`config.mk`:
```
export PLATFORM = sky130hd
export DESIGN_NAME = utf8_validating_decoder
export DESIGN_NICKNAME = d
export VERILOG_FILES = /design/src/rtl/u8d_pkg.sv /design/src/rtl/utf8_validating_decoder.sv /design/src/rtl/u8d_front.sv /design/src/rtl/u8d_queue.sv /design/src/rtl/u8d_back.sv
export SDC_FILE = /design/constraint.sdc
export NUM_CORES = 1
export LEC_CHECK = 0
export BUFFER_PORTS_ARGS = -buffer_cell sky130_fd_sc_hd__buf_2
export CAP_MARGIN = 20
export CELL_PAD_IN_SITES_DETAIL_PLACEMENT = 1
export CELL_PAD_IN_SITES_GLOBAL_PLACEMENT = 1
export CORE_MARGIN = 2
export CORE_UTILIZATION = 47
export CTS_CLUSTER_DIAMETER = 50
export DETAILED_ROUTE_END_ITERATION = 16
export GPL_TIMING_DRIVEN = 0
export HOLD_SLACK_MARGIN = 0.08
export MAX_ROUTING_LAYER = met4
export PLACE_DENSITY_LB_ADDON = 0.1
export SYNTH_ARGS = -nofsm -noshare
export SYNTH_HDL_FRONTEND = slang
export SYNTH_SLANG_ARGS = --single-unit
```
`constraint.sdc`:
```
create_clock -name clk_i -period 3.9 [get_ports clk_i]
set_input_delay 0.195 -clock clk_i [delete_from_list [all_inputs] [get_ports clk_i]]
set_output_delay 0.195 -clock clk_i [all_outputs]
set_load 0.02 [all_outputs]
```
`src/rtl/u8d_pkg.sv`:
```
`timescale 1ns / 1ps
`default_nettype none

package u8d_pkg;

  localparam int unsigned CpWidth     = 21;
  localparam int unsigned QueueDepth  = 2;
  localparam int unsigned QueuePtrW   = $clog2(QueueDepth);
  localparam int unsigned QueueCntW   = $clog2(QueueDepth + 1);

  localparam logic [CpWidth-1:0] CpMax       = 21'h10FFFF;
  localparam logic [CpWidth-1:0] MinLen2     = 21'h000080;
  localparam logic [CpWidth-1:0] MinLen3     = 21'h000800;
  localparam logic [CpWidth-1:0] MinLen4     = 21'h010000;
  // Code points D800-DFFF share these upper bits.
  localparam logic [9:0]         SurrogateHi = 10'h01B;

  typedef enum logic [2:0] {
    KIND_ASCII = 3'd0,
    KIND_CONT  = 3'd1,
    KIND_LEAD2 = 3'd2,
    KIND_LEAD3 = 3'd3,
    KIND_LEAD4 = 3'd4,
    KIND_BAD   = 3'd5
  } byte_kind_e;

  typedef struct packed {
    logic [7:0] byte_value;
    logic       last_byte;
  } in_item_t;

  typedef struct packed {
    logic [CpWidth-1:0] code_point;
    logic               is_error;
    logic               stream_end;
  } out_item_t;

  // A byte after classification: its kind and the payload bits it carries.
  typedef struct packed {
    byte_kind_e kind;
    logic [6:0] bits;
    logic       last_byte;
  } cls_item_t;

endpackage

`default_nettype wire

```
`src/rtl/utf8_validating_decoder.sv`:
```
// A byte goes through the queue entry and then the result register before its result can be popped.
// Throughput: one byte per cycle, set by the back stage; an unpopped result stalls it.
// A two-entry queue sits between byte classification and decoding; full is registered.
// Reset clears the queue, the decoder state and the result slot; no result is waiting after it.
`timescale 1ns / 1ps
`default_nettype none

module utf8_validating_decoder import u8d_pkg::*; (
  input  var logic      clk_i,
  input  var logic      rst_ni,
  input  var logic      push,
  output var logic      full,
  input  var in_item_t  in_item_i,
  output var logic      empty,
  input  var logic      pop,
  output var out_item_t out_item_o
);

  cls_item_t cls_in, cls_out;
  logic      q_valid, q_take;

  u8d_front u_front (
    .item_i (in_item_i),
    .cls_o  (cls_in)
  );

  u8d_queue u_queue (
    .clk_i     (clk_i),
    .rst_ni    (rst_ni),
    .wr_en_i   (push),
    .wr_data_i (cls_in),
    .full_o    (full),
    .rd_en_i   (q_take),
    .rd_data_o (cls_out),
    .valid_o   (q_valid)
  );

  u8d_back u_back (
    .clk_i   (clk_i),
    .rst_ni  (rst_ni),
    .valid_i (q_valid),
    .item_i  (cls_out),
    .take_o  (q_take),
    .empty_o (empty),
    .pop_i   (pop),
    .out_o   (out_item_o)
  );

endmodule

`default_nettype wire

```
`src/rtl/u8d_front.sv`:
```
`timescale 1ns / 1ps
`default_nettype none

module u8d_front import u8d_pkg::*; (
  input  var in_item_t  item_i,
  output var cls_item_t cls_o
);

  logic [7:0] b;

  assign b = item_i.byte_value;

  always_comb begin
    cls_o.last_byte = item_i.last_byte;
    cls_o.bits      = 7'd0;
    if (b[7] == 1'b0) begin
      cls_o.kind = KIND_ASCII;
      cls_o.bits = b[6:0];
    end else if (b[6] == 1'b0) begin
      cls_o.kind = KIND_CONT;
      cls_o.bits = {1'b0, b[5:0]};
    end else if (b[5] == 1'b0) begin
      cls_o.kind = KIND_LEAD2;
      cls_o.bits = {2'b00, b[4:0]};
    end else if (b[4] == 1'b0) begin
      cls_o.kind = KIND_LEAD3;
      cls_o.bits = {3'b000, b[3:0]};
    end else if (b[3] == 1'b0) begin
      cls_o.kind = KIND_LEAD4;
      cls_o.bits = {4'b0000, b[2:0]};
    end else begin
      cls_o.kind = KIND_BAD;
    end
  end

endmodule

`default_nettype wire

```
`src/rtl/u8d_queue.sv`:
```
`timescale 1ns / 1ps
`default_nettype none

module u8d_queue import u8d_pkg::*; (
  input  var logic      clk_i,
  input  var logic      rst_ni,
  input  var logic      wr_en_i,
  input  var cls_item_t wr_data_i,
  output var logic      full_o,
  input  var logic      rd_en_i,
  output var cls_item_t rd_data_o,
  output var logic      valid_o
);

  cls_item_t              mem_q [QueueDepth];
  logic [QueuePtrW-1:0]   wr_ptr_q, wr_ptr_d;
  logic [QueuePtrW-1:0]   rd_ptr_q, rd_ptr_d;
  logic [QueueCntW-1:0]   cnt_q, cnt_d;
  logic                   do_wr, do_rd;

  assign full_o    = (cnt_q == QueueCntW'(QueueDepth));
  assign valid_o   = (cnt_q != '0);
  assign rd_data_o = mem_q[rd_ptr_q];
  assign do_wr     = wr_en_i && !full_o;
  assign do_rd     = rd_en_i && valid_o;

  always_comb begin
    wr_ptr_d = wr_ptr_q;
    rd_ptr_d = rd_ptr_q;
    cnt_d    = cnt_q;
    if (do_wr) begin
      wr_ptr_d = (wr_ptr_q == QueuePtrW'(QueueDepth - 1)) ? '0 : wr_ptr_q + 1'b1;
    end
    if (do_rd) begin
      rd_ptr_d = (rd_ptr_q == QueuePtrW'(QueueDepth - 1)) ? '0 : rd_ptr_q + 1'b1;
    end
    if (do_wr && !do_rd) begin
      cnt_d = cnt_q + 1'b1;
    end else if (do_rd && !do_wr) begin
      cnt_d = cnt_q - 1'b1;
    end
  end

  always_ff @(posedge clk_i or negedge rst_ni) begin
    if (!rst_ni) begin
      wr_ptr_q <= '0;
      rd_ptr_q <= '0;
      cnt_q    <= '0;
    end else begin
      wr_ptr_q <= wr_ptr_d;
      rd_ptr_q <= rd_ptr_d;
      cnt_q    <= cnt_d;
    end
  end

  always_ff @(posedge clk_i) begin
    if (do_wr) begin
      mem_q[wr_ptr_q] <= wr_data_i;
    end
  end

endmodule

`default_nettype wire

```
`src/rtl/u8d_back.sv`:
```
`timescale 1ns / 1ps
`default_nettype none

module u8d_back import u8d_pkg::*; (
  input  var logic      clk_i,
  input  var logic      rst_ni,
  input  var logic      valid_i,
  input  var cls_item_t item_i,
  output var logic      take_o,
  output var logic      empty_o,
  input  var logic      pop_i,
  output var out_item_t out_o
);

  logic [1:0]         pending_q, pending_d;
  logic [CpWidth-1:0] acc_q, acc_d;
  logic [2:0]         len_q, len_d;
  logic               err_q, err_d;
  logic               out_valid_q, out_valid_d;
  out_item_t          out_q, out_d;

  logic               bad, done;
  logic [CpWidth-1:0] cp, acc_next, min_cp;
  logic [1:0]         pending_next;

  // The back stage moves whenever the result slot is free or being drained.
  assign take_o  = valid_i && (!out_valid_q || pop_i);
  assign empty_o = !out_valid_q;
  assign out_o   = out_q;

  assign acc_next     = {acc_q[CpWidth-7:0], item_i.bits[5:0]};
  assign pending_next = pending_q - 2'd1;

  always_comb begin
    unique case (len_q)
      3'd2:    min_cp = MinLen2;
      3'd3:    min_cp = MinLen3;
      3'd4:    min_cp = MinLen4;
      default: min_cp = '0;
    endcase
  end

  always_comb begin
    pending_d   = pending_q;
    acc_d       = acc_q;
    len_d       = len_q;
    err_d       = err_q;
    out_d       = out_q;
    out_valid_d = out_valid_q && !pop_i;
    bad         = 1'b0;
    done        = 1'b0;
    cp          = '0;

    if (take_o) begin
      if (err_q) begin
        // Silent until the end of the text, which reports the error once more.
        if (item_i.last_byte) begin
          bad = 1'b1;
        end
      end else if (pending_q == 2'd0) begin
        unique case (item_i.kind)
          KIND_ASCII: begin
            cp   = {{(CpWidth-7){1'b0}}, item_i.bits};
            done = 1'b1;
          end
          KIND_LEAD2: begin
            acc_d     = {{(CpWidth-7){1'b0}}, item_i.bits};
            pending_d = 2'd1;
            len_d     = 3'd2;
          end
          KIND_LEAD3: begin
            acc_d     = {{(CpWidth-7){1'b0}}, item_i.bits};
            pending_d = 2'd2;
            len_d     = 3'd3;
          end
          KIND_LEAD4: begin
            acc_d     = {{(CpWidth-7){1'b0}}, item_i.bits};
            pending_d = 2'd3;
            len_d     = 3'd4;
          end
          default: bad = 1'b1;
        endcase
      end else if (item_i.kind != KIND_CONT) begin
        bad = 1'b1;
      end else begin
        acc_d     = acc_next;
        pending_d = pending_next;
        if (pending_next == 2'd0) begin
          cp = acc_next;
          if ((acc_next < min_cp) || (acc_next > CpMax) ||
              (acc_next[CpWidth-1:11] == SurrogateHi)) begin
            bad = 1'b1;
          end else begin
            done = 1'b1;
          end
          acc_d = '0;
          len_d = 3'd0;
        end
      end

      if (!bad && !done && item_i.last_byte) begin
        bad = 1'b1;
      end

      if (bad) begin
        pending_d        = 2'd0;
        acc_d            = '0;
        len_d            = 3'd0;
        err_d            = !item_i.last_byte;
        out_valid_d      = 1'b1;
        out_d.code_point = '0;
        out_d.is_error   = 1'b1;
        out_d.stream_end = item_i.last_byte;
      end else if (done) begin
        if (item_i.last_byte) begin
          pending_d = 2'd0;
          acc_d     = '0;
          len_d     = 3'd0;
          err_d     = 1'b0;
        end
        out_valid_d      = 1'b1;
        out_d.code_point = cp;
        out_d.is_error   = 1'b0;
        out_d.stream_end = item_i.last_byte;
      end
    end
  end

  always_ff @(posedge clk_i or negedge rst_ni) begin
    if (!rst_ni) begin
      pending_q   <= 2'd0;
      acc_q       <= '0;
      len_q       <= 3'd0;
      err_q       <= 1'b0;
      out_valid_q <= 1'b0;
    end else begin
      pending_q   <= pending_d;
      acc_q       <= acc_d;
      len_q       <= len_d;
      err_q       <= err_d;
      out_valid_q <= out_valid_d;
    end
  end

  always_ff @(posedge clk_i) begin
    out_q <= out_d;
  end

endmodule

`default_nettype wire
```
# Word level (Yosys, flattened, before mapping)
# Memories as Yosys holds them, arrays and structs flattened.
# Cells that the tools add are included.
# totals
reg_bits	55
ramBits	22
input_bits	13
out_inout_bits	25
word_cells	124
mem_count	1
# classes
add_sub_neg	5
magnitude_cmp	2
n_eq_ne	9
muxes	66
reduce_logical	30
# mem_list
memory	depth	width	read_ports	rd_clocked_by_memory_dff	write_ports	line	text
u_queue.mem_q	2	11	1	0	1	u8d_queue.sv:15	cls_item_t mem_q [QueueDepth];
# op_table
operator	count
$mux W21	12
$pmux W17 S3	1
$mux W10	4
$mux W1	29
$mux W3	8
$mux W23	1
$gt A21 B21 Y1 const B	1
$lt A21 B17 Y1	1
$mux W2	8
$eq A3 B2 Y1 const B	4
$eq A10 B5 Y1 const B	1
$pmux W3 S3	1
$logic_and A1 B1 Y1	8
$logic_not A1 Y1	8
$reduce_bool A2 Y1	4
$mux W7	1
$eq A3 B3 Y1 const B	2
$pmux W2 S3	1
$logic_not A2 Y1	2
$reduce_or A4 Y1	1
$sub A2 B1 Y2 const B	2
$logic_not A3 Y1	1
$logic_or A1 B1 Y1	3
$ne A3 B1 Y1 const B	1
6 further kinds	7

# Depth between registers and ports, before layout
# Gate-level depths: netlist (run 1).
# logic_depth
depth_word	18
mapped_depth	8

# Cells and area by module
# A second synthesis (run 1) with hierarchy kept.
# unflattened
hier_cells	271
area_unflattened_um2	3444.6
# by_module_without_submodules
mod	n_inst	cells_each	area_per_inst_um2
u8d_back	1	203	2312.2
u8d_queue	1	53	1037.2
u8d_front	1	15	95.1

# Least setup slack after synthesis (run 1)
# No wires, ideal clock.
# synth_path
kind	reg2reg
startpoint	register u_back.acc_q[11]
endpoint	register u_back.out_q, in the netlist u_back.out_o[0] (enable)
setup_time_ps	417
t_arrival_ps	3092
t_required_ps	3483
slack_ps	391
path_stages_with_launch	6
synth_period_minus_slack_ps	3509
path_cell_list	dfrtp_1 > or4_1 > o31ai_4 > nor2_1 > a211o_1 > a31oi_1
# synth_via
elab_chain_cells	16
# synth_rtl
item	line	text
start, declared	u8d_back.sv:16	logic [CpWidth-1:0] acc_q, acc_d;
start signal, assigned	u8d_back.sv:132	acc_q <= '0;
start signal, assigned	u8d_back.sv:138	acc_q <= acc_d;
$lt A21 B17 Y1 / $gt A21 B21 Y1 (equally long branches)	u8d_back.sv:90	if ((acc_next < min_cp) || (acc_next > CpMax) ||
$logic_or A1 B1 Y1	u8d_back.sv:90	
$logic_or A1 B1 Y1 *	u8d_back.sv:90	
$mux W1	u8d_back.sv:90	
$mux W1	u8d_back.sv:88	if (pending_next == 2'd0) begin
$mux W1	u8d_back.sv:83	end else if (item_i.kind != KIND_CONT) begin
$mux W1	u8d_back.sv:60	end else if (pending_q == 2'd0) begin
$mux W1	u8d_back.sv:55	if (err_q) begin
$mux W1	u8d_back.sv:54	if (take_o) begin
$logic_not A1 Y1	u8d_back.sv:101	if (!bad && !done && item_i.last_byte) begin
$logic_and A1 B1 Y1 (2 in series)	u8d_back.sv:101	
$mux W1	u8d_back.sv:101	
$mux W1	u8d_back.sv:54	
$reduce_bool A2 Y1 (no line) *	n/a	
$reduce_and A2 Y1 (no line) *	n/a	
end signal, assigned	u8d_back.sv:146	out_q <= out_d;
end, declared	u8d_back.sv:20	out_item_t out_q, out_d;
# Mark *: on every way between the ends. The rest lies on a longest branch, timed or not. The select of a mux whose other input is x is not followed.
# A chain may end at the register's enable or synchronous reset.

# Worst setup path in the final report (run 1)
# layout_path
startpoint	register u_queue.rd_ptr_q
endpoint	register u_back.out_q, in the netlist u_back.out_o[8] (enable)
# layout_via
elab_chain_cells	17
# layout_rtl
item	line	text
start, declared	u8d_queue.sv:17	logic [QueuePtrW-1:0] rd_ptr_q, rd_ptr_d;
start signal, assigned	u8d_queue.sv:51	rd_ptr_q <= rd_ptr_d;
$mem_v2 Z2 W11 *	n/a	
$lt A21 B17 Y1 / $gt A21 B21 Y1 (equally long branches)	u8d_back.sv:90	
$logic_or A1 B1 Y1 (2 in series)	u8d_back.sv:90	
$mux W1	u8d_back.sv:90	
$mux W1	u8d_back.sv:88	
$mux W1	u8d_back.sv:83	
$mux W1	u8d_back.sv:60	
$mux W1	u8d_back.sv:55	
$mux W1	u8d_back.sv:54	
$logic_not A1 Y1	u8d_back.sv:101	
$logic_and A1 B1 Y1 (2 in series)	u8d_back.sv:101	
$mux W1	u8d_back.sv:101	
$mux W1	u8d_back.sv:54	
$reduce_bool A2 Y1 (no line) *	n/a	
$reduce_and A2 Y1 (no line) *	n/a	
# Marks and branches as above.

==> results of run 1 <==
placed cells by master (no fill, tap or decap), types with 6 or more instances in the layout:
master / n
dfrtp_1: 26
inv_1: 9
o21ai_0: 10
a21oi_1: 7
mux2i_1: 11
clkbuf_8: 10
nand2_1: 23
and3_1: 16
nor3_1: 6
a22o_1: 9
buf_2: 39
nor2_1: 16
edfxtp_1: 45
repair_timing:
item	in CTS	in global routing
setup buffers	0	0
hold endpoints to repair	28	0
resized for setup	0	0
hold buffers	2	0
endpoints found under the setup margin	0	0
Yosys cell counts (2+ instances only):
cell / count / area [um^2]
a211oi_1: 4 / 30.0
a21o_1: 5 / 37.5
a21oi_1: 7 / 35.0
a22o_1: 9 / 78.8
a31oi_1: 4 / 25.0
a32o_1: 3 / 30.0
and2_1: 5 / 31.3
and3_1: 16 / 100
buf_2: 2 / 10.0
clkbuf_1: 5 / 18.8
dfrtp_1: 26 / 651
edfxtp_1: 45 / 1350
ha_1: 5 / 62.6
inv_1: 9 / 33.8
mux2i_1: 11 / 110
nand2_1: 23 / 86.3
nand2b_1: 2 / 12.5
nand3_1: 4 / 20.0
nand3b_1: 3 / 22.5
nor2_1: 16 / 60.1
nor2b_1: 5 / 31.3
nor3_1: 6 / 30.0
o211ai_1: 3 / 22.5
o21ai_0: 10 / 50.1
o21ai_1: 2 / 10.0
o31ai_1: 3 / 22.5
or4_1: 2 / 15.0
xnor2_1: 4 / 35.0
xor2_1: 2 / 17.5
per-layer routing:
| layer | up-vias | track usage [%] |
|---|---|---|
| li1 | 1139 | - |
| met1 | 1178 | 27.1 |
| met2 | 61 | 36.4 |
| met3 | 13 | 3.73 |
| met4 | 0 | 8.13 |
| met5 | - | - |
stage by stage:
stage	total power, uW	area, um^2	utilization (%)	TNS, ns	cells
3_5_place_dp	2680	3660	53.6	0	405
3_3_place_gp	2590	3640	53.3	-6.50	404
2_1_floorplan	2220	3340	-	0	271
5_1_grt	3480	3890	56.9	0	423
6_report	3260	3890	56.9	0	423
4_1_cts	3280	3890	56.9	0	423
state kept, by name, indices dropped and copies added, names as in the netlist:
| signal | cells |
|---|---|
| u_back.out_valid_q | 1 |
| u_queue.rd_ptr_q | 1 |
| u_queue.cnt_q | 2 |
| u_back.acc_q | 15 |
| u_back.out_o | 23 |
| u_back.pending_q | 2 |
| u_back.err_q | 1 |
| u_queue.mem_q | 22 |
| u_queue.wr_ptr_q | 1 |
| u_back.len_q | 3 |
layout make-up:
class / instances / share of cell area (%)
well taps: 96 / 3.09
clock inverters: 6 / 1.77
clock buffers: 10 / 3.54
flip-flops and latches: 71 / 51.5
plain buffers: 9 / 1.22
multi-input cells: 181 / 32.3
inverters: 10 / 0.965
repair buffers: 40 / 5.66
worst max-delay path, stage by stage (launching register included):
cell     delay, ns
dfrtp_1       0.35
buf_6         0.14
mux2i_1       0.62
nand2_1       0.15
nor3_1        0.64
a21oi_2       0.21
a31oi_2       0.53
buf_8         0.24
worst max path at each step:
stage | from | endpoint | slack (ns) | depth (start not counted)
floorplan | u_back.acc_q[11] | u_back.out_o[0] | 0.39 | 5
CTS | u_queue.rd_ptr_q | u_back.out_o[1] | 0.75 | 7
global route | u_queue.rd_ptr_q | u_back.out_o[14] | 0.41 | 7
detailed placement | u_queue.rd_ptr_q | u_back.out_o[15] | 0.75 | 7
global placement | u_queue.rd_ptr_q | u_back.out_o[15] | -0.28 | 6
finish | u_queue.rd_ptr_q | u_back.out_o[8] | 0.71 | 7
power breakdown:
group | leakage [uW] | total [uW] | switching (uW) | internal [uW]
sequential | 0.000783 | 1270 | 148 | 1130
combinational | 0.000751 | 1390 | 925 | 461
clock | 0.000103 | 600 | 285 | 316
cell families after synthesis:
kind of cell	share of synthesized area (%)
and+or+nand+nor	15.0
AOI/OAI and AO/OA	14.5
buffers and inverters	2.55
adders and majority gates	1.87
muxes	4.42
DFF	60.0
xor gates and xnor gates	1.57
==> results.sh, run 1 <==
export IMPL_chipHeight_um=88.3
export IMPL_ff2ff_setup_slack_ns=0.71
export IMPL_antenna_found_initial=0
export IMPL_drv_cap=0
export IMPL_min_to="u_queue.mem_q[1][3]"
export IMPL_start_util_pct=48.8
export IMPL_fin_crit_sh_pct=81.8
export IMPL_gp_congestion=0.869
export IMPL_critPathRequiredTime_ns=3.95
export IMPL_synth_cell_type_count=59
export IMPL_reg2regPathDepth=7
export IMPL_grt_pass1_wl_um=12300
export IMPL_dr_wl_met2_um=3810
export IMPL_hp_start="in_item_i[3]"
export IMPL_clkLatencyLatePin_ns=0.35
export IMPL_port_buffers=37
export IMPL_routed_wl_um=7470
export IMPL_die_w_um=88.3
export IMPL_grt_pass1_vias=2404
export IMPL_multi_input_area_mm2=0.00126
export IMPL_vdd_ir_drop_max_mv=0.309
export IMPL_cts_tree="done"
export IMPL_syn_nets=289
export IMPL_timing_rr_end="u_back.out_o[8]"
export IMPL_drcViolationCount=0
export IMPL_met3WireLength_um=310
export IMPL_ys_seq_area_share_pct=60.0
export IMPL_startpoint_type="register"
export IMPL_wire_per_inst_um=17.7
export IMPL_postRouteAntennaNets=0
export IMPL_drt_first_pass_iters=4
export IMPL_root_buffer="clkbuf_8"
export IMPL_ios=38
export IMPL_ys_warn_count=0
export IMPL_slew_headroom_pct=36.5
export IMPL_diodes=0
export IMPL_power_density_mw_per_mm2=838
export IMPL_highest_layer="met4"
export IMPL_coreArea_mm2=0.00683
export IMPL_hold_path_depth=2
export IMPL_cts_buffer_depth=2
export IMPL_reg2reg_from="u_queue.rd_ptr_q"
export IMPL_drt_iter0_drc=146
export IMPL_fin_skew_ns=0.00765
export IMPL_path_clk_slew_ns=0.08
export IMPL_viasPerCell=5.65
export IMPL_critPathMaxFanout=17
export IMPL_post_place_ws_ns=0.752
export IMPL_netlist_instances=271
export IMPL_arrival_ns=3.24
export IMPL_rows=30
export IMPL_grt_max_degree=27
export IMPL_status="completed"
export IMPL_cts_buffers_inserted=9
export IMPL_timing_final_ws_setup_ns=0.710
export IMPL_fillerInstances=769
export IMPL_ys_seq_elements=71
export IMPL_globalRoute_totalOverflow=0
export IMPL_syn_area_mm2=0.00334
export IMPL_cp_end_kind="register"
export IMPL_m1WireLength_um=3240
export IMPL_h_tree_depth=3
export IMPL_post_route_min_period_ns=3.19
export IMPL_setup_violations=0
export IMPL_synthFlopType="edfxtp_1"
export IMPL_grtUsageTotal_pct=22.0
export IMPL_seqCellArea_mm2=0.00200
export IMPL_max_freq_mhz=313
export IMPL_crit_type="reg2reg"
export IMPL_area_growth_pct=16.6
export IMPL_hold_viol_final=0
export IMPL_synth_edf_count=45
export IMPL_async_flop_share_pct=36.6
export IMPL_rsz0062_at_grt="no"
export IMPL_slew_viol_final=0
export IMPL_hpwl_um=5510
export IMPL_fin_hold_ws_ns=0.146
export IMPL_dr_total_vias=2391
export IMPL_leakagePower_uw=0.00164
export IMPL_cts_sinks=71
export IMPL_final_nets=340
export IMPL_worstMarginPinSlew_ns=0.926
export IMPL_avgSynthCellArea_um2=12.3
export IMPL_die_area_mm2=0.00779
export IMPL_layout_drive_gt1_share_pct=20.2
export IMPL_hold_path_class="in2reg"
No activity file was read; power rests on OpenSTA's default activity.
==> run 2: changes to the inputs <==
--- a/config.mk
+++ b/config.mk
@@ -5,12 +5,13 @@
 export SDC_FILE = /design/constraint.sdc
 export NUM_CORES = 1
 export LEC_CHECK = 0
+export ABC_AREA = 1
 export BUFFER_PORTS_ARGS = -buffer_cell sky130_fd_sc_hd__buf_2
 export CAP_MARGIN = 20
 export CELL_PAD_IN_SITES_DETAIL_PLACEMENT = 1
 export CELL_PAD_IN_SITES_GLOBAL_PLACEMENT = 1
 export CORE_MARGIN = 2
-export CORE_UTILIZATION = 47
+export CORE_UTILIZATION = 45
 export CTS_CLUSTER_DIAMETER = 50
 export DETAILED_ROUTE_END_ITERATION = 16
 export GPL_TIMING_DRIVEN = 0
==> constraint.sdc (replaced) <==
create_clock -name clk_i -period 2.95 [get_ports clk_i]
set_input_delay 0.1475 -clock clk_i [delete_from_list [all_inputs] [get_ports clk_i]]
set_output_delay 0.1475 -clock clk_i [all_outputs]
set_load 0.02 [all_outputs]
==> run 2 against run 1 <==
Global-route usage grew 2.7 points. Die area grew 15%. Synthesized cell count grew 55%. Critical path type unchanged. First-iteration DRC count grew 1.4%. Flip-flop and latch count is the same. Sequential share of layout area shrank 5.0 points. Via count grew 29%. Maximum frequency grew 22%. Non-clock buffer count is the same. Setup slack lost 0.37 ns. Largest cell class unchanged. Largest power group unchanged.
==> results.sh, run 2 <==
export IMPL_cts_buffer_depth=2
export IMPL_highest_layer="met4"
export IMPL_clkLatencyLatePin_ns=0.36
export IMPL_synth_cell_type_count=38
export IMPL_synth_common_cells="120 x nand2_1, 45 x edfxtp_1, 43 x inv_1"
export IMPL_wire_per_inst_um=16.9
export IMPL_fin_skew_ns=0.00835
export IMPL_ys_seq_area_share_pct=54.2
export IMPL_post_synth_top_count_cell="nand2_1"
export IMPL_m1WireLength_um=4450
export IMPL_final_nets=489
export IMPL_startpoint_type="register"
export IMPL_post_route_min_period_ns=2.61
export IMPL_avgSynthCellArea_um2=8.81
export IMPL_synth_top_area_cell="edfxtp_1"
export IMPL_cts_tree="done"
export IMPL_utilization_pct=53.2
export IMPL_ys_warn_count=0
export IMPL_cts_sinks=71
export IMPL_fillerInstances=975
export IMPL_slew_headroom_pct=29.5
export IMPL_met3WireLength_um=400
export IMPL_antenna_found_initial=0
export IMPL_hold_path_class="in2reg"
export IMPL_globalRoute_totalOverflow=0
export IMPL_dpl_cell_count=561
export IMPL_async_flop_share_pct=36.6
export IMPL_max_freq_mhz=383
export IMPL_critPathRequiredTime_ns=3.00
export IMPL_drt_iter0_drc=148
export IMPL_ys_seq_elements=71
export IMPL_die_w_um=94.6
export IMPL_hpwl_um=7030
export IMPL_mostFrequentLayoutCell="nand2_1"
export IMPL_crit_type="reg2reg"
export IMPL_arrival_ns=2.67
export IMPL_largest_reg_flops=23
export IMPL_ios=38
export IMPL_final_cell_mix="119 x nand2_1, 45 x edfxtp_1, 42 x inv_1, 38 x buf_2, 34 x nor2_1"
export IMPL_leakagePower_uw=0.00190
export IMPL_port_buffers=37
export IMPL_synthTopCellsByArea="edfxtp_1 37%, dfrtp_1 18%, nand2_1 12%"
export IMPL_power_density_mw_per_mm2=1150
export IMPL_yosysTopAreaCellShare_pct=36.6
export IMPL_area_growth_pct=16.6
export IMPL_start_util_pct=45.6
export IMPL_grt_max_degree=27
export IMPL_vdd_ir_drop_max_mv=0.557
export IMPL_drv_cap=0
export IMPL_diodes=0
export IMPL_grtUsageTotal_pct=24.6
export IMPL_grt_pass1_vias=3131
export IMPL_hold_viol_final=0
export IMPL_cp_end_kind="register"
export IMPL_coreArea_mm2=0.00809
export IMPL_dr_wl_met2_um=4810
export IMPL_grt_pass1_wl_um=15900
export IMPL_final_cells=581
export IMPL_path_clk_slew_ns=0.09
export IMPL_h_tree_depth=3
export IMPL_drt_first_pass_iters=4
export IMPL_cts_buffers_inserted=9
export IMPL_rsz0062_at_grt="no"
export IMPL_status="completed"
export IMPL_die_area_mm2=0.00895
export IMPL_gp_congestion=0.890
export IMPL_critPathMaxFanout=12
export IMPL_layout_drive_gt1_share_pct=19.3
export IMPL_drcViolationCount=0
export IMPL_synth_edf_count=45
export IMPL_routed_wl_um=9810
export IMPL_syn_area_mm2=0.00369
export IMPL_syn_nets=437
export IMPL_rows=33
export IMPL_synthFlopType="edfxtp_1"
export IMPL_worstMarginPinSlew_ns=1.05
export IMPL_fin_crit_sh_pct=88.6
export IMPL_netlist_instances=419
export IMPL_dr_total_vias=3090
export IMPL_viasPerCell=5.32
export IMPL_setup_violations=0
export IMPL_postRouteAntennaNets=0
export IMPL_slew_viol_final=0
export IMPL_root_buffer="clkbuf_8"
export IMPL_chipHeight_um=94.6
[run 2: changes by cell type after synthesis, moves of 9 or more]
cell / change
a22o_1: -9
mux2i_1: -11
inv_1: +34
nand2_1: +97
and3_1: -16
o21ai_0: +17
nor2_2: +11
nor2_1: +18
nand3_1: +19
a21oi_1: +14
[run 2: timing repair]
action / in CTS / in global routing
endpoints found under the hold margin: 29 / 0
pin swaps: 0 / 0
endpoints found under the setup margin: 23 / 23
cloned: 0 / 1
buffers inserted: 0 / 0
gates resized for setup: 1 / 2
hold buffers: 3 / 0
[run 2: path summary, 6_finish.rpt]
kind | start | end | slack [ns] | cells past startpoint
worst max register to register | u_queue.rd_ptr_q | u_back.out_o[17] | 0.34 | 13
worst min register to register | u_queue.wr_ptr_q | u_queue.wr_ptr_q | 0.52 | 2
worst max-delay path | u_queue.rd_ptr_q | u_back.out_o[17] | 0.34 | 13
worst min-delay path | in_item_i[2] | u_queue.mem_q[1][2] | 0.12 | 3
max in group asynchronous | rst_ni | u_back.out_valid_q | 2.16 | 2
min in group asynchronous | rst_ni | u_back.acc_q[12] | 0.36 | 2
[run 2: final cells by class]
type                            count  area [um^2]  share of cell area (%)
Sequential cell                    71         2000                    46.5
Multi-Input combinational cell    289         1460                    33.9
Timing Repair Buffer               40          215                    5.00
Inverter                           50          191                    4.45
Tap cell                          105          131                    3.05
Clock inverter                      7          128                    2.97
Clock buffer                        9          124                    2.88
Buffer                              9         46.3                    1.08
Timing Repair inverter              1         7.51                   0.174
[run 2: metal layers]
layer	track usage, %	vias to the layer above
met4	7.49	0
li1	-	1495
met1	30.7	1508
met2	40.5	70
met3	5.35	17
met5	-	-
[run 2: power breakdown]
group	internal (uW)	switching, uW	total (uW)
registers	1490	153	1640
clock network	575	416	991
logic	629	1670	2300
total	2690	2240	4930
[run 2: critical path: stages (launching register included)]
cell        delay, ns
dfrtp_1          0.44
inv_2            0.21
nand2_2          0.08
nand2_2          0.14
clkinv_1         0.18
nand2_1          0.18
nor2_1           0.09
nor2_1           0.15
o21ai_2          0.07
inv_2            0.08
nand3_4          0.15
nand3_1          0.13
nand2_2          0.13
clkinvlp_4       0.28
[run 2: kinds of logic (layout without fill, tap and decap cells)]
kind of cell	Yosys count	count (layout)	share of synthesized area (%)
buffers and inverters	59	116	6.34
AO/OA/AOI/OAI	67	67	10.4
adder cells (fa/ha/maj)	5	5	1.69
AND/OR/NAND/NOR	214	214	26.6
flip-flops	71	71	54.2
XOR/XNOR	3	3	0.712
[run 2: through the flow]
stage	area [um^2]	total power, uW	setup TNS [ns]	hold WS (ns)	setup WS, ns
2_1_floorplan	3690	3240	0	-0.148	0.492
4_1_cts	4290	4940	0	0.105	0.112
3_3_place_gp	4010	3850	0	0.201	0.0373
6_report	4300	4930	0	0.122	0.337
5_1_grt	4300	5300	0	0.127	0.0797
3_5_place_dp	4010	3930	-1.01	0.209	-0.0449
==> run 3: changes to the inputs <==
--- a/config.mk
+++ b/config.mk
@@ -18,6 +18,7 @@
 export HOLD_SLACK_MARGIN = 0.08
 export MAX_ROUTING_LAYER = met4
 export PLACE_DENSITY_LB_ADDON = 0.1
+export RECOVER_POWER = 25
 export SYNTH_ARGS = -nofsm -noshare
 export SYNTH_HDL_FRONTEND = slang
 export SYNTH_SLANG_ARGS = --single-unit
==> run 3 against run 2 <==
The flow now finishes with violations (capacitance limit, slew limit). Clock power is essentially flat. Clock skew is essentially flat. Critical path depth is the same. Setup slack lost 0.0066 ns. Sequential power is essentially flat. Maximum frequency shrank 0.25%. Worst hold slack gained 0.00075 ns. Count of clock-buffer cells in the layout is the same. Combinational power is essentially flat. Routed wire length shrank 0.14%. Global-route usage is the same. Via count is essentially flat. Largest cell class unchanged. Largest power group unchanged. Highest routed layer unchanged.
==> results.sh, run 3 (synthesis results as in run 2) <==
export IMPL_grt_pass1_vias=3131
export IMPL_max_freq_mhz=382
export IMPL_power_uw=4930
export IMPL_slew_headroom_pct=-6.57
export IMPL_worstMarginPinSlew_ns=1.60
export IMPL_status="complete, but fails checks"
export IMPL_critPathMaxFanout=12
export IMPL_port_buffers=37
export IMPL_grtUsageTotal_pct=24.6
export IMPL_cts_tree="done"
export IMPL_ios=38
export IMPL_drv_cap=1
export IMPL_arrival_ns=2.67
export IMPL_start_util_pct=45.6
export IMPL_final_cells=581
export IMPL_critPathMostFrequentCell="nand2_2"
export IMPL_globalRoute_totalOverflow=0
export IMPL_crit_chain="inv_2, nand2_2, nand2_2, clkinv_1, nand2_1, nor2_1, nor2_1, o21ai_2, inv_2, nand3_4, nand3_1, nand2_2, clkinvlp_4"
export IMPL_hold_path_class="in2reg"
export IMPL_layout_drive_gt1_share_pct=18.3
export IMPL_rows=33
export IMPL_chipHeight_um=94.6
export IMPL_viasPerCell=5.32
export IMPL_die_area_mm2=0.00895
export IMPL_place_area_mm2=0.00401
export IMPL_final_nets=489
export IMPL_leakagePower_uw=0.00189
export IMPL_hold_viol_final=0
export IMPL_postRouteAntennaNets=0
export IMPL_dpl_cell_count=561
export IMPL_startpoint_type="register"
export IMPL_largest_reg_flops=23
export IMPL_fin_crit_sh_pct=88.8
export IMPL_antenna_found_initial=0
export IMPL_critPathRequiredTime_ns=3.00
export IMPL_crit_family="simple AND/OR/NAND/NOR gates"
export IMPL_hpwl_um=7030
export IMPL_fin_tns_setup_ns=0
export IMPL_rsz0062_at_grt="no"
export IMPL_fillerInstances=978
export IMPL_area_growth_pct=16.4
export IMPL_power_density_mw_per_mm2=1150
export IMPL_drt_iter0_drc=149
export IMPL_post_cts_setup_buffers=0
export IMPL_drcViolationCount=0
export IMPL_cts_buffer_depth=2
export IMPL_cp_buffers_inverters=4
export IMPL_h_tree_depth=3
export IMPL_diodes=0
export IMPL_clkLatencyLatePin_ns=0.36
export IMPL_design_area_mm2=0.00430
export IMPL_setup_violations=0
export IMPL_routed_wl_um=9790
export IMPL_mostFrequentLayoutCell="nand2_1"
export IMPL_cts_buffers_inserted=9
export IMPL_die_w_um=94.6
export IMPL_root_buffer="clkbuf_8"
export IMPL_slew_viol_final=27
export IMPL_cp_end_kind="register"
export IMPL_post_route_min_period_ns=2.62
export IMPL_vdd_ir_drop_max_mv=0.556
export IMPL_crit_type="reg2reg"
export IMPL_final_cell_mix="119 x nand2_1, 45 x edfxtp_1, 42 x inv_1, 34 x nor2_1, 33 x buf_2"
export IMPL_utilization_pct=53.1
export IMPL_critPathMaxStageDelay_ns=0.44
export IMPL_dr_total_vias=3089
export IMPL_cts_sinks=71
export IMPL_path_clk_slew_ns=0.09
export IMPL_coreArea_mm2=0.00809
export IMPL_wire_per_inst_um=16.9
export IMPL_slowest_stage="dfrtp_1"
export IMPL_fin_skew_ns=0.00830
export IMPL_gp_congestion=0.890
export IMPL_grt_pass1_wl_um=15900
export IMPL_drt_first_pass_iters=4
export IMPL_failed_checks="capacitance limit, slew limit"
export IMPL_grt_max_degree=27
==> run 3: changes by cell type in the layout (fill, tap and decap cells not counted), sizes merged <==
cell | previous run | this run
buf | 40 | 35
clkbuf | 15 | 20
==> run 3: area by class of cell <==
class | count | area, um^2 | area share, %
Clock buffer | 9 | 124 | 2.88
Buffer | 9 | 46.3 | 1.08
Inverter | 50 | 191 | 4.45
Timing Repair Buffer | 40 | 209 | 4.86
Sequential cell | 71 | 2000 | 46.6
Tap cell | 105 | 131 | 3.06
Clock inverter | 7 | 128 | 2.97
Multi-Input combinational cell | 289 | 1460 | 33.9
Timing Repair inverter | 1 | 7.51 | 0.175
==> run 3: power by group <==
part	leakage [uW]	internal [uW]	switching (uW)	total [uW]
registers	0.000776	1490	153	1640
clock network	0.000126	575	413	988
logic	0.000987	628	1670	2300
total	0.00189	2690	2240	4930
==> run 3: per-layer routing <==
metal  GRT usage, %  vias to the layer above  part of all wire, %
li1               -                     1495                    -
met4           7.49                        0                  1.6
met5              -                        -                    0
met2           40.5                       64                   49
met3           5.35                       17                  3.7
met1           30.7                     1513                   46
==> run 3: timing repair <==
action / CTS / global route
pin swaps: 0 / 0
endpoints found under the hold margin: 29 / 0
gates cloned: 0 / 1
gates resized for setup: 1 / 2
hold buffers: 3 / 0
endpoints found under the setup margin: 23 / 23
==> run 3: final timing paths <==
check | start | end | slack [ns] | cells past startpoint
max in group asynchronous | rst_ni | u_back.out_valid_q | 1.30 | 2
worst min-delay path | in_item_i[2] | u_queue.mem_q[1][2] | 0.12 | 3
worst min register to register | u_queue.wr_ptr_q | u_queue.wr_ptr_q | 0.52 | 2
worst max register to register | u_queue.rd_ptr_q | u_back.out_o[17] | 0.33 | 13
min in group asynchronous | rst_ni | u_back.acc_q[12] | 0.73 | 2
worst max-delay path | u_queue.rd_ptr_q | u_back.out_o[17] | 0.33 | 13
==> run 3: worst min-delay path, stage by stage <==
cell and delay, ns:
buf_2 0.09, inv_1 0.04, nor2_1 0.04
==> run 3: through the flow <==
step / hold slack [ns] / setup WS [ns]
floorplan: -0.148 / 0.492
detailed placement: 0.209 / -0.0449
global route: 0.127 / 0.0797
global placement: 0.201 / 0.0373
CTS: 0.105 / 0.112
finish: 0.123 / 0.330
